[src/rtl/svfd_pkg.sv]
`timescale 1ns / 1ps
`default_nettype none
// ----------------------------------------------------------------------------
// svfd_pkg
// Shared types and constants of the slow variable frame decoder.
// ----------------------------------------------------------------------------
package svfd_pkg;

	localparam int FRAME_BYTES = 20;
	localparam int CNT_W       = 5;
	localparam int MAX_SLOTS   = 240;

	localparam logic [CNT_W-1:0] LAST_POS  = CNT_W'(FRAME_BYTES - 1);
	localparam logic [CNT_W-1:0] SUM_BYTES = CNT_W'(18);
	localparam int               CTRL_POS  = 9;
	localparam int               WORD_A_POS = 10;
	localparam int               WORD_B_POS = 14;

	localparam logic [7:0]  START_MARK = 8'hFE;
	localparam logic [15:0] SUM_SEED   = 16'h5A5A;
	localparam logic [7:0]  SPP_RESET  = 8'd30;

	// configuration register indexes
	localparam logic REG_SPP = 1'b0;

	typedef enum logic [1:0] {
		KIND_CAL   = 2'd0,
		KIND_LABEL = 2'd1,
		KIND_DESC  = 2'd2
	} svfd_kind_t;

	typedef struct packed {
		logic        frame_ok;
		logic [7:0]  sample_slot;
		logic [63:0] channel_values;
		svfd_kind_t  record_kind;
		logic [6:0]  record_channel;
		logic        use_flag;
		logic [31:0] word_a;
		logic [31:0] word_b;
	} svfd_result_t;

endpackage
`default_nettype wire

[src/rtl/svfd_collect.sv]
`timescale 1ns / 1ps
`default_nettype none
// ----------------------------------------------------------------------------
// svfd_collect
// Frame assembly, running checksum, record decode and ring slot update.
// ----------------------------------------------------------------------------
module svfd_collect (
	input  wire logic                clk,
	input  wire logic                arst_n,
	input  wire logic                step,
	input  wire logic [7:0]          byte_in,
	input  wire logic [7:0]          samples_per_page,
	output logic                     done,
	output svfd_pkg::svfd_result_t   result
);
	import svfd_pkg::*;

	logic [CNT_W-1:0] count_q;
	logic [15:0]      sum_q;
	logic [7:0]       slot_q;
	logic [7:0]       store_q [FRAME_BYTES];

	logic [15:0] sum_base;
	logic [15:0] sum_add;
	logic [15:0] sum_rot;
	logic        frame_ok;
	logic [7:0]  ctrl;
	logic [8:0]  limit;
	logic [8:0]  slot_next;
	logic [7:0]  slot_upd;

	assign sum_base = (count_q == '0) ? SUM_SEED : sum_q;
	assign sum_add  = sum_base + {8'd0, byte_in};
	assign sum_rot  = {sum_add[14:0], sum_add[15]};

	assign done     = step && (count_q == LAST_POS);
	assign frame_ok = ({byte_in, store_q[FRAME_BYTES-2]} == sum_q);
	assign ctrl     = store_q[CTRL_POS];

	assign limit     = (samples_per_page > 8'(MAX_SLOTS)) ? 9'(MAX_SLOTS)
		: {1'b0, samples_per_page};
	assign slot_next = {1'b0, slot_q} + 9'd1;
	assign slot_upd  = (slot_next >= limit) ? 8'd0 : slot_next[7:0];

	always_comb begin
		result                = '0;
		result.record_kind    = KIND_CAL;
		result.sample_slot    = slot_q;
		if (frame_ok) begin
			result.frame_ok = 1'b1;
			for (int k = 0; k < 8; k++) begin
				result.channel_values[8*k +: 8] = store_q[k+1];
			end
			for (int k = 0; k < 4; k++) begin
				result.word_a[8*k +: 8] = store_q[WORD_A_POS+k];
				result.word_b[8*k +: 8] = store_q[WORD_B_POS+k];
			end
			if (!ctrl[7]) begin
				result.record_kind    = KIND_DESC;
				result.record_channel = ctrl[6:0];
			end else if (!ctrl[6]) begin
				result.record_kind    = KIND_LABEL;
				result.record_channel = {4'd0, ctrl[2:0]};
			end else begin
				result.record_kind    = KIND_CAL;
				result.record_channel = {4'd0, ctrl[2:0]};
				result.use_flag       = ctrl[3];
			end
		end
	end

	always_ff @(posedge clk or negedge arst_n) begin
		if (!arst_n) begin
			count_q <= '0;
			sum_q   <= SUM_SEED;
			slot_q  <= '0;
		end else if (step) begin
			if (count_q == '0) begin
				// idle: only the start mark opens a frame
				if (byte_in == START_MARK) begin
					count_q <= CNT_W'(1);
					sum_q   <= sum_rot;
				end
			end else if (count_q == LAST_POS) begin
				count_q <= '0;
				sum_q   <= SUM_SEED;
				if (frame_ok) begin
					slot_q <= slot_upd;
				end
			end else begin
				count_q <= count_q + CNT_W'(1);
				if (count_q < SUM_BYTES) begin
					sum_q <= sum_rot;
				end
			end
		end
	end

	always_ff @(posedge clk) begin
		if (step && (count_q != '0 || byte_in == START_MARK)) begin
			store_q[count_q] <= byte_in;
		end
	end

	a_count_range: assert property (@(posedge clk) disable iff (!arst_n)
		count_q <= LAST_POS)
		else $error("frame position out of range");

	a_slot_range: assert property (@(posedge clk) disable iff (!arst_n)
		slot_q < 8'(MAX_SLOTS))
		else $error("ring slot beyond slot limit");

	a_bad_zero: assert property (@(posedge clk) disable iff (!arst_n)
		done && !result.frame_ok |-> result.channel_values == '0
			&& result.word_a == '0 && result.word_b == '0 && !result.use_flag)
		else $error("dropped frame carries payload");

	a_slot_hold: assert property (@(posedge clk) disable iff (!arst_n)
		!(done && frame_ok) |=> slot_q == $past(slot_q))
		else $error("slot moved without a good frame");

endmodule
`default_nettype wire

[src/rtl/svfd_out_reg.sv]
`timescale 1ns / 1ps
`default_nettype none
// ----------------------------------------------------------------------------
// svfd_out_reg
// Result register holding one decoded frame until the receiver takes it.
// ----------------------------------------------------------------------------
module svfd_out_reg (
	input  wire logic                clk,
	input  wire logic                arst_n,
	input  wire logic                load,
	input  wire svfd_pkg::svfd_result_t load_data,
	output logic                     blocked,
	output logic                     out_valid,
	input  wire logic                out_stall,
	output svfd_pkg::svfd_result_t   out_data
);
	import svfd_pkg::*;

	logic         valid_q;
	svfd_result_t data_q;

	assign blocked   = valid_q && out_stall;
	assign out_valid = valid_q;
	assign out_data  = data_q;

	always_ff @(posedge clk or negedge arst_n) begin
		if (!arst_n) begin
			valid_q <= 1'b0;
		end else if (!blocked) begin
			valid_q <= load;
		end
	end

	always_ff @(posedge clk) begin
		if (load && !blocked) begin
			data_q <= load_data;
		end
	end

	a_no_overwrite: assert property (@(posedge clk) disable iff (!arst_n)
		blocked |=> valid_q && data_q == $past(data_q))
		else $error("pending request lost under stall");

	a_load_shows: assert property (@(posedge clk) disable iff (!arst_n)
		load && !blocked |=> valid_q)
		else $error("loaded result not presented");

	a_no_load_blocked: assert property (@(posedge clk) disable iff (!arst_n)
		blocked |-> !load)
		else $error("result produced while output register is full");

endmodule
`default_nettype wire

[src/rtl/slow_variable_frame_decoder_unit.sv]
`timescale 1ns / 1ps
`default_nettype none
// ----------------------------------------------------------------------------
// slow_variable_frame_decoder_unit
// Decodes 20-byte slow variable telemetry frames from a byte stream.
// ----------------------------------------------------------------------------
// Usage:
//   The input channel (in_valid / in_stall / rx_byte) takes one byte per
//   request. A frame opens on 0xFE while idle; other bytes are dropped then.
//   After the 20th byte of a frame one result request leaves on the output
//   channel (out_valid / out_stall) with the checksum flag, ring slot,
//   channel bytes and the decoded control record.
//   Throughput is one byte per cycle unless a result is stalled. A byte
//   passes an input register and the frame logic into the result register,
//   which loads a result as the final byte leaves the input register.
//   While the receiver stalls a pending result, the byte in the input
//   register waits and in_stall rises once that register is occupied;
//   nothing is dropped.
//   Reset clears the frame position, ring slot and pending requests, seeds
//   the checksum and sets samples_per_page to 30; the user must write it at
//   APB address 0 only while the block is idle; it does not enforce this.
// ----------------------------------------------------------------------------
module slow_variable_frame_decoder_unit (
	input  wire logic                   clk,
	input  wire logic                   arst_n,
	// configuration
	input  wire logic                   psel,
	input  wire logic                   penable,
	input  wire logic                   pwrite,
	input  wire logic [2:0]             paddr,
	input  wire logic [31:0]            pwdata,
	output logic [31:0]                 prdata,
	output logic                        pready,
	// byte input
	input  wire logic                   in_valid,
	output logic                        in_stall,
	input  wire logic [7:0]             rx_byte,
	// result output
	output logic                        out_valid,
	input  wire logic                   out_stall,
	output logic                        frame_ok,
	output logic [7:0]                  sample_slot,
	output logic [63:0]                 channel_values,
	output svfd_pkg::svfd_kind_t        record_kind,
	output logic [6:0]                  record_channel,
	output logic                        use_flag,
	output logic [31:0]                 word_a,
	output logic [31:0]                 word_b
);
	import svfd_pkg::*;

	logic [7:0]   spp_q;
	logic         valid_s1;
	logic [7:0]   byte_s1;
	logic         blocked;
	logic         step;
	logic         done;
	svfd_result_t result;
	svfd_result_t out_data;

	// configuration port
	assign pready = 1'b1;

	always_ff @(posedge clk or negedge arst_n) begin
		if (!arst_n) begin
			spp_q <= SPP_RESET;
		end else if (psel && penable && pwrite && paddr[2] == REG_SPP) begin
			spp_q <= pwdata[7:0];
		end
	end

	always_comb begin
		prdata = '0;
		if (paddr[2] == REG_SPP) begin
			prdata = {24'd0, spp_q};
		end
	end

	// input register
	assign in_stall = valid_s1 && blocked;
	assign step     = valid_s1 && !blocked;

	always_ff @(posedge clk or negedge arst_n) begin
		if (!arst_n) begin
			valid_s1 <= 1'b0;
		end else if (!in_stall) begin
			valid_s1 <= in_valid;
		end
	end

	always_ff @(posedge clk) begin
		if (!in_stall && in_valid) begin
			byte_s1 <= rx_byte;
		end
	end

	svfd_collect u_collect (
		.clk              (clk),
		.arst_n           (arst_n),
		.step             (step),
		.byte_in          (byte_s1),
		.samples_per_page (spp_q),
		.done             (done),
		.result           (result)
	);

	svfd_out_reg u_out_reg (
		.clk       (clk),
		.arst_n    (arst_n),
		.load      (done),
		.load_data (result),
		.blocked   (blocked),
		.out_valid (out_valid),
		.out_stall (out_stall),
		.out_data  (out_data)
	);

	assign frame_ok       = out_data.frame_ok;
	assign sample_slot    = out_data.sample_slot;
	assign channel_values = out_data.channel_values;
	assign record_kind    = out_data.record_kind;
	assign record_channel = out_data.record_channel;
	assign use_flag       = out_data.use_flag;
	assign word_a         = out_data.word_a;
	assign word_b         = out_data.word_b;

	a_stall_held: assert property (@(posedge clk) disable iff (!arst_n)
		in_stall |=> valid_s1 && byte_s1 == $past(byte_s1))
		else $error("held byte changed under stall");

	a_step_free: assert property (@(posedge clk) disable iff (!arst_n)
		step |-> !(out_valid && out_stall))
		else $error("byte consumed while result blocked");

	a_spp_write: assert property (@(posedge clk) disable iff (!arst_n)
		psel && penable && pwrite && paddr[2] == REG_SPP |=> spp_q == $past(pwdata[7:0]))
		else $error("register write not taken");

endmodule
`default_nettype wire

[config.mk]
export PLATFORM = sky130hd
export DESIGN_NAME = slow_variable_frame_decoder_unit
export DESIGN_NICKNAME = d
export VERILOG_FILES = /design/src/rtl/svfd_pkg.sv /design/src/rtl/svfd_collect.sv /design/src/rtl/svfd_out_reg.sv /design/src/rtl/slow_variable_frame_decoder_unit.sv
export SDC_FILE = /design/constraint.sdc
export NUM_CORES = 1
export LEC_CHECK = 0
export ABC_AREA = 1
export BUFFER_PORTS_ARGS = -buffer_cell sky130_fd_sc_hd__buf_2
export CAP_MARGIN = 30
export CELL_PAD_IN_SITES_DETAIL_PLACEMENT = 0
export CELL_PAD_IN_SITES_GLOBAL_PLACEMENT = 2
export CORE_MARGIN = 10
export CORE_UTILIZATION = 41
export DETAILED_ROUTE_END_ITERATION = 7
export PLACE_DENSITY_LB_ADDON = 0.1
export SLEW_MARGIN = 20
export SYNTH_ARGS = -nofsm -noshare
export SYNTH_HDL_FRONTEND = slang
export SYNTH_HIERARCHICAL = 1
export SYNTH_SLANG_ARGS = --single-unit
[constraint.sdc]
create_clock -name clk -period 22.1 [get_ports clk]
set_clock_uncertainty 0.15 [all_clocks]
set_input_delay 6.63 -clock clk [delete_from_list [all_inputs] [get_ports clk]]
set_output_delay 6.63 -clock clk [all_outputs]
set_load 0.01 [all_outputs]
; Word level (Yosys, flattened, before mapping)
; Memory sizes are Yosys's and may differ from the RTL's. A register that Yosys moved wholly into a read port is not among the register bits.
; Cells that the tools add are included.
[word_totals]
memories = 1
mem_bits_rw = 160
output_inout_bits = 182
ff_bits = 66
word_cells = 79
inputBits = 50
[classes]
magnitude_cmp = 3
bitwise_logic = 2
mux = 16
n_reduce_logical = 37
eq_ne = 4
addsub = 3
[memory_table]
columns = name, depth, word_bits, rd, rd_clocked_by_memory_dff, wr, line_no
row1 = u_collect.store_q, 20, 8, 18, 16, 1, svfd_collect.sv:21  ; logic [7:0] store_q [FRAME_BYTES];
[ops]
columns = cell, n
row1 = $mux W16, 5
row2 = $mux W8, 4
row3 = $logic_not A1 Y1, 18
row4 = $add A16 B8 Y16, 1
row5 = $eq A16 B16 Y1, 1
row6 = $mux W5, 3
row7 = $logic_and A1 B1 Y1, 10
row8 = $add A8 B1 Y9 const B, 1
row9 = $ge A9 B9 Y1, 1
row10 = $mux W9, 1
row11 = $eq A8 B8 Y1 const B, 1
row12 = $gt A8 B8 Y1 const B, 1
row13 = $reduce_and A3 Y1, 2
row14 = $add A5 B1 Y5 const B, 1
row15 = $eq A5 B5 Y1 const B, 1
row16 = $logic_not A5 Y1, 1
row17 = $lt A5 B5 Y1 const B, 1
row18 = $reduce_bool A5 Y1, 1
row19 = $reduce_and A2 Y1, 2
row20 = $reduce_and A4 Y1, 1
row21 = $mux W1, 3
row22 = $reduce_bool A3 Y1, 1
row23 = $ne A2 B2 Y1 const B, 1
row24 = $not A1 Y1, 2
row25 = $logic_or A1 B1 Y1, 1

; Logic depth before layout (Yosys ltp)
[depth]
ltp_word = 6
depth_mapped = 18

; Hierarchy
; Netlist, hierarchy kept.
[by_module_without_submodules]
columns = module, cells_per_inst, seq_area_each_um2, area_per_inst_um2, n_inst
row1 = svfd_collect, 832, 5059.9, 8440.6, 1
row2 = svfd_out_reg, 153, 4439.3, 4459.3, 1
row3 = slow_variable_frame_decoder_unit, 97, 470.5, 905.9, 1

; Worst setup path before layout
; No wires, ideal clock.
[synth_timing]
path_kind = in2reg
start = input out_stall
end = register u_out_reg/out_data[0] (netlist name)
path_buffers = 0
required_ns = 21.248
setup_ns = 0.702
slack_ns = 6.847
stages = 7
arrival_ns = 14.401
path_cell_list = nand2_1 inv_1 nor2_1 inv_1 nor2_4 inv_1 a21oi_1
[synth_between]
elab_chain_len = 5
[synth_rtl]
columns = item, line_no
row1 = from (decl), slow_variable_frame_decoder_unit.sv:40  ; input wire logic out_stall,
row2 = $logic_and A1 B1 Y1, svfd_out_reg.sv:22  ; assign blocked = valid_q && out_stall;
row3 = net blocked, slow_variable_frame_decoder_unit.sv:55  ; logic blocked;
row4 = $logic_not A1 Y1, --
row5 = $logic_and A1 B1 Y1, slow_variable_frame_decoder_unit.sv:81  ; assign step = valid_s1 && !blocked;
row6 = net step, slow_variable_frame_decoder_unit.sv:56  ; logic step;
row7 = $logic_and A1 B1 Y1, svfd_collect.sv:36  ; assign done = step && (count_q == LAST_POS);
row8 = net done, slow_variable_frame_decoder_unit.sv:57  ; logic done;
row9 = $logic_and A1 B1 Y1, svfd_out_reg.sv:35  ; if (load && !blocked) begin
; The timed path passes the listed nets, and every way through them passes these cells.
; A chain may end at the register's enable or synchronous reset.

; Worst setup path after layout
[layout_timing]
start = input out_stall
end = output in_stall
[layout_between]
elab_chain_len = 2
[layout_rtl]
columns = item, line_no
row1 = $logic_and A1 B1 Y1, svfd_out_reg.sv:22
row2 = net blocked, slow_variable_frame_decoder_unit.sv:55
row3 = $logic_and A1 B1 Y1, slow_variable_frame_decoder_unit.sv:80  ; assign in_stall = valid_s1 && blocked;
row4 = to (decl), slow_variable_frame_decoder_unit.sv:36  ; output logic in_stall,
; The timed path passes the listed nets, and every way through them passes these cells.

==> metrics.yaml <==
status: "complete, no violations"
cts.sinks: 338
io_buffers: 180
htreeDepth: 2
cp_max_fo: 2
power.leakage_uw: 0.00664
min_path_cells: 2
totalWireLength_mm: 29.6
worstPathCellList: "buf_2 > nand2_1 > inv_1 > nand2_1 > inv_1 > buf_2"
cts_root_buffer: "clkbuf_16"
setup_tns_ns: 0
finalPower_uw: 1610
vias_per_cell: 4.37
setup_violations: 0
drt-initial-drc-count: 455
max_freq_mhz: 71.8
grt_pass1_vias: 7797
grt-ovfl-total: 0
ff2ff_path_depth: 10
yosys_most_used_dff: "edfxtp_1"
slew_viol_final: 0
critical_path_class: "input pin to output port"
relSlewSlack_pct: 42.0
min_from: "spp_q[4]"
syn_avg_cell_area_um2: 12.8
synthToLayoutAreaGrowth_pct: 18.2
syn_area_um2: 13800
nFillCells: 3083
cts_resized: 0
startpoint: "out_stall"
clk_latency_ns: 0.51
endpoint_kind: "output port"
initial_core_util_pct: 41.4
cts_tree: "yes"
worstReg2RegEnd: "u_out_reg/out_data[55]"
worstHoldEndpoint: "spp_q[4]"
cp_slowest_stage_delay_ns: 0.13
synth-async-reset-ratio_pct: 11.5
place.gp.congestion: 0.744
dieArea_um2: 41400
grtUsageTotal_pct: 14.3
cts_setup_buffers: 0
final_common_cell: "edfxtp_1"
ant_nets: 0
synth_edf_count: 299
min_period_ns: 13.93
cts_max_path_buffers: 3
synth-seq-cells: 338
drv_cap: 0
dr.pass1.iters: 4
vias: 7738
vdd_drop_max_uv: 47.9
worst_pin_slew_ns: 0.869
dieWidth_um: 204
hold-worst-slack_ns: 0.328
dp_hpwl_mm: 19.6
finalCritPeriodShare_pct: 63.0
final_area_um2: 16300
r2r_start: "u_out_reg/out_valid"
p_per_area_nw_per_um2: 99.0
netlist_instances: 1082
drc_errors: 0
holdBufCountCts: 0
hold_path.class: "flop to flop"
rows: 67
grt_antenna_before_repair: 0
layout_common_cells: "edfxtp_1 (299), inv_1 (214), buf_2 (180), nand2_1 (133), nor2_1 (116)"
finalNetCount: 1367
grt_pass1_wl_mm: 46.1
die_h_um: 204
grt_max_degree: 81
worstPathRequired_ns: 15.32
numCtsBuffers: 37
routedWlPerCell_um: 16.7
r2r_slack_ns: 18.59
crit_slowest_cell: "buf_2"
ys_warn_count: 6
critPathLaunchType: "input pin"
pin_count: 232
rsz0062_at_grt: "no"
placed_cell_area_um2: 15200
drive_gt1_share_pct: 26.7
critPathArrivalTime_ns: 7.15
cts.clk_slew.worst_paths_ns: 0.06
yosysUniqueCellTypes: 39
ys_seq_area_share_pct: 72.2
finalHoldViolCount: 0
core_area_um2: 33400
[power breakdown]
group	switching (uW)	internal (uW)	leakage [uW]	total (uW)
Clock	237	341	0.000559	578
Combinational	170	84.3	0.00313	254
Sequential	32.0	750	0.00295	782
[state kept, by name, indices dropped and copies added (netlist names), 5 cells and up]
name,cells
u_collect/count_q,5
byte_s1,8
u_collect/slot_q,8
spp_q,8
u_collect/store_q,144
u_collect/sum_q,16
u_out_reg/out_data,147
[cell usage after synthesis, types with 9 or more instances]
cell / n / area share (%)
buf_6: 9 / 0.73
a21oi_1: 11 / 0.40
nand3_1: 42 / 1.5
buf_2: 9 / 0.33
nor2_4: 15 / 1.2
buf_4: 27 / 1.5
o21ai_0: 10 / 0.36
xor2_1: 25 / 1.6
ha_1: 23 / 2.1
inv_1: 214 / 5.8
dfstp_2: 12 / 2.3
edfxtp_1: 299 / 65
nor2_2: 62 / 2.8
dfrtp_1: 27 / 4.9
nor2_1: 116 / 3.2
nand2_1: 133 / 3.6
[routing by layer]
| metal | track usage, % | vias to the layer above | wire length (um) |
|---|---|---|---|
| met5 | 0 | - | 0 |
| met4 | 3.54 | 0 | 503 |
| met2 | 23.7 | 160 | 14300 |
| met1 | 18.4 | 3673 | 13100 |
| met3 | 3.62 | 42 | 1690 |
| li1 | - | 3863 | - |
[how the worst max path moves through the flow]
stage                                       end
after floorplan           u_out_reg/out_data[0]
after global placement                 in_stall
after detailed placement               in_stall
after CTS                              in_stall
after global routing                   in_stall
final                                  in_stall
[logic make-up after synthesis]
family          synth area share, %
other cells                  0.0544
compound gates                 1.45
simple gates                   13.7
buf+inv                        8.48
flops                          72.2
xor+xnor                       1.84
fa+ha+maj                      2.23
[area by class of cell]
| cell class | instances | area, um^2 | share of cell area (%) |
|---|---|---|---|
| clock buffers | 46 | 991 | 6.08 |
| repair buffers | 194 | 1040 | 6.37 |
| diodes | 1 | 2.50 | 0.0153 |
| flip-flops and latches | 338 | 9970 | 61.1 |
| well taps | 448 | 561 | 3.44 |
| clock inverters | 20 | 156 | 0.959 |
| multi-input cells | 503 | 2770 | 17.0 |
| inverters | 219 | 822 | 5.04 |
[critical path, delay by kind of cell]
| kind | cells | cell delay [ns] |
|---|---|---|
| buffers and inverters | 4 | 0.38 |
| and+or+nand+nor | 2 | 0.14 |
[metrics by stage]
| stage | setup WS (ns) | util, % | cells |
|---|---|---|---|
| after floorplan | 6.85 | - | 1105 |
| after global placement | 8.16 | 45.3 | 1700 |
| after detailed placement | 8.18 | 45.4 | 1702 |
| after CTS | 8.17 | 48.9 | 1768 |
| after global routing | 8.12 | 48.9 | 1768 |
| final | 8.17 | 48.9 | 1769 |
No activity file was read; power rests on OpenSTA's default activity.
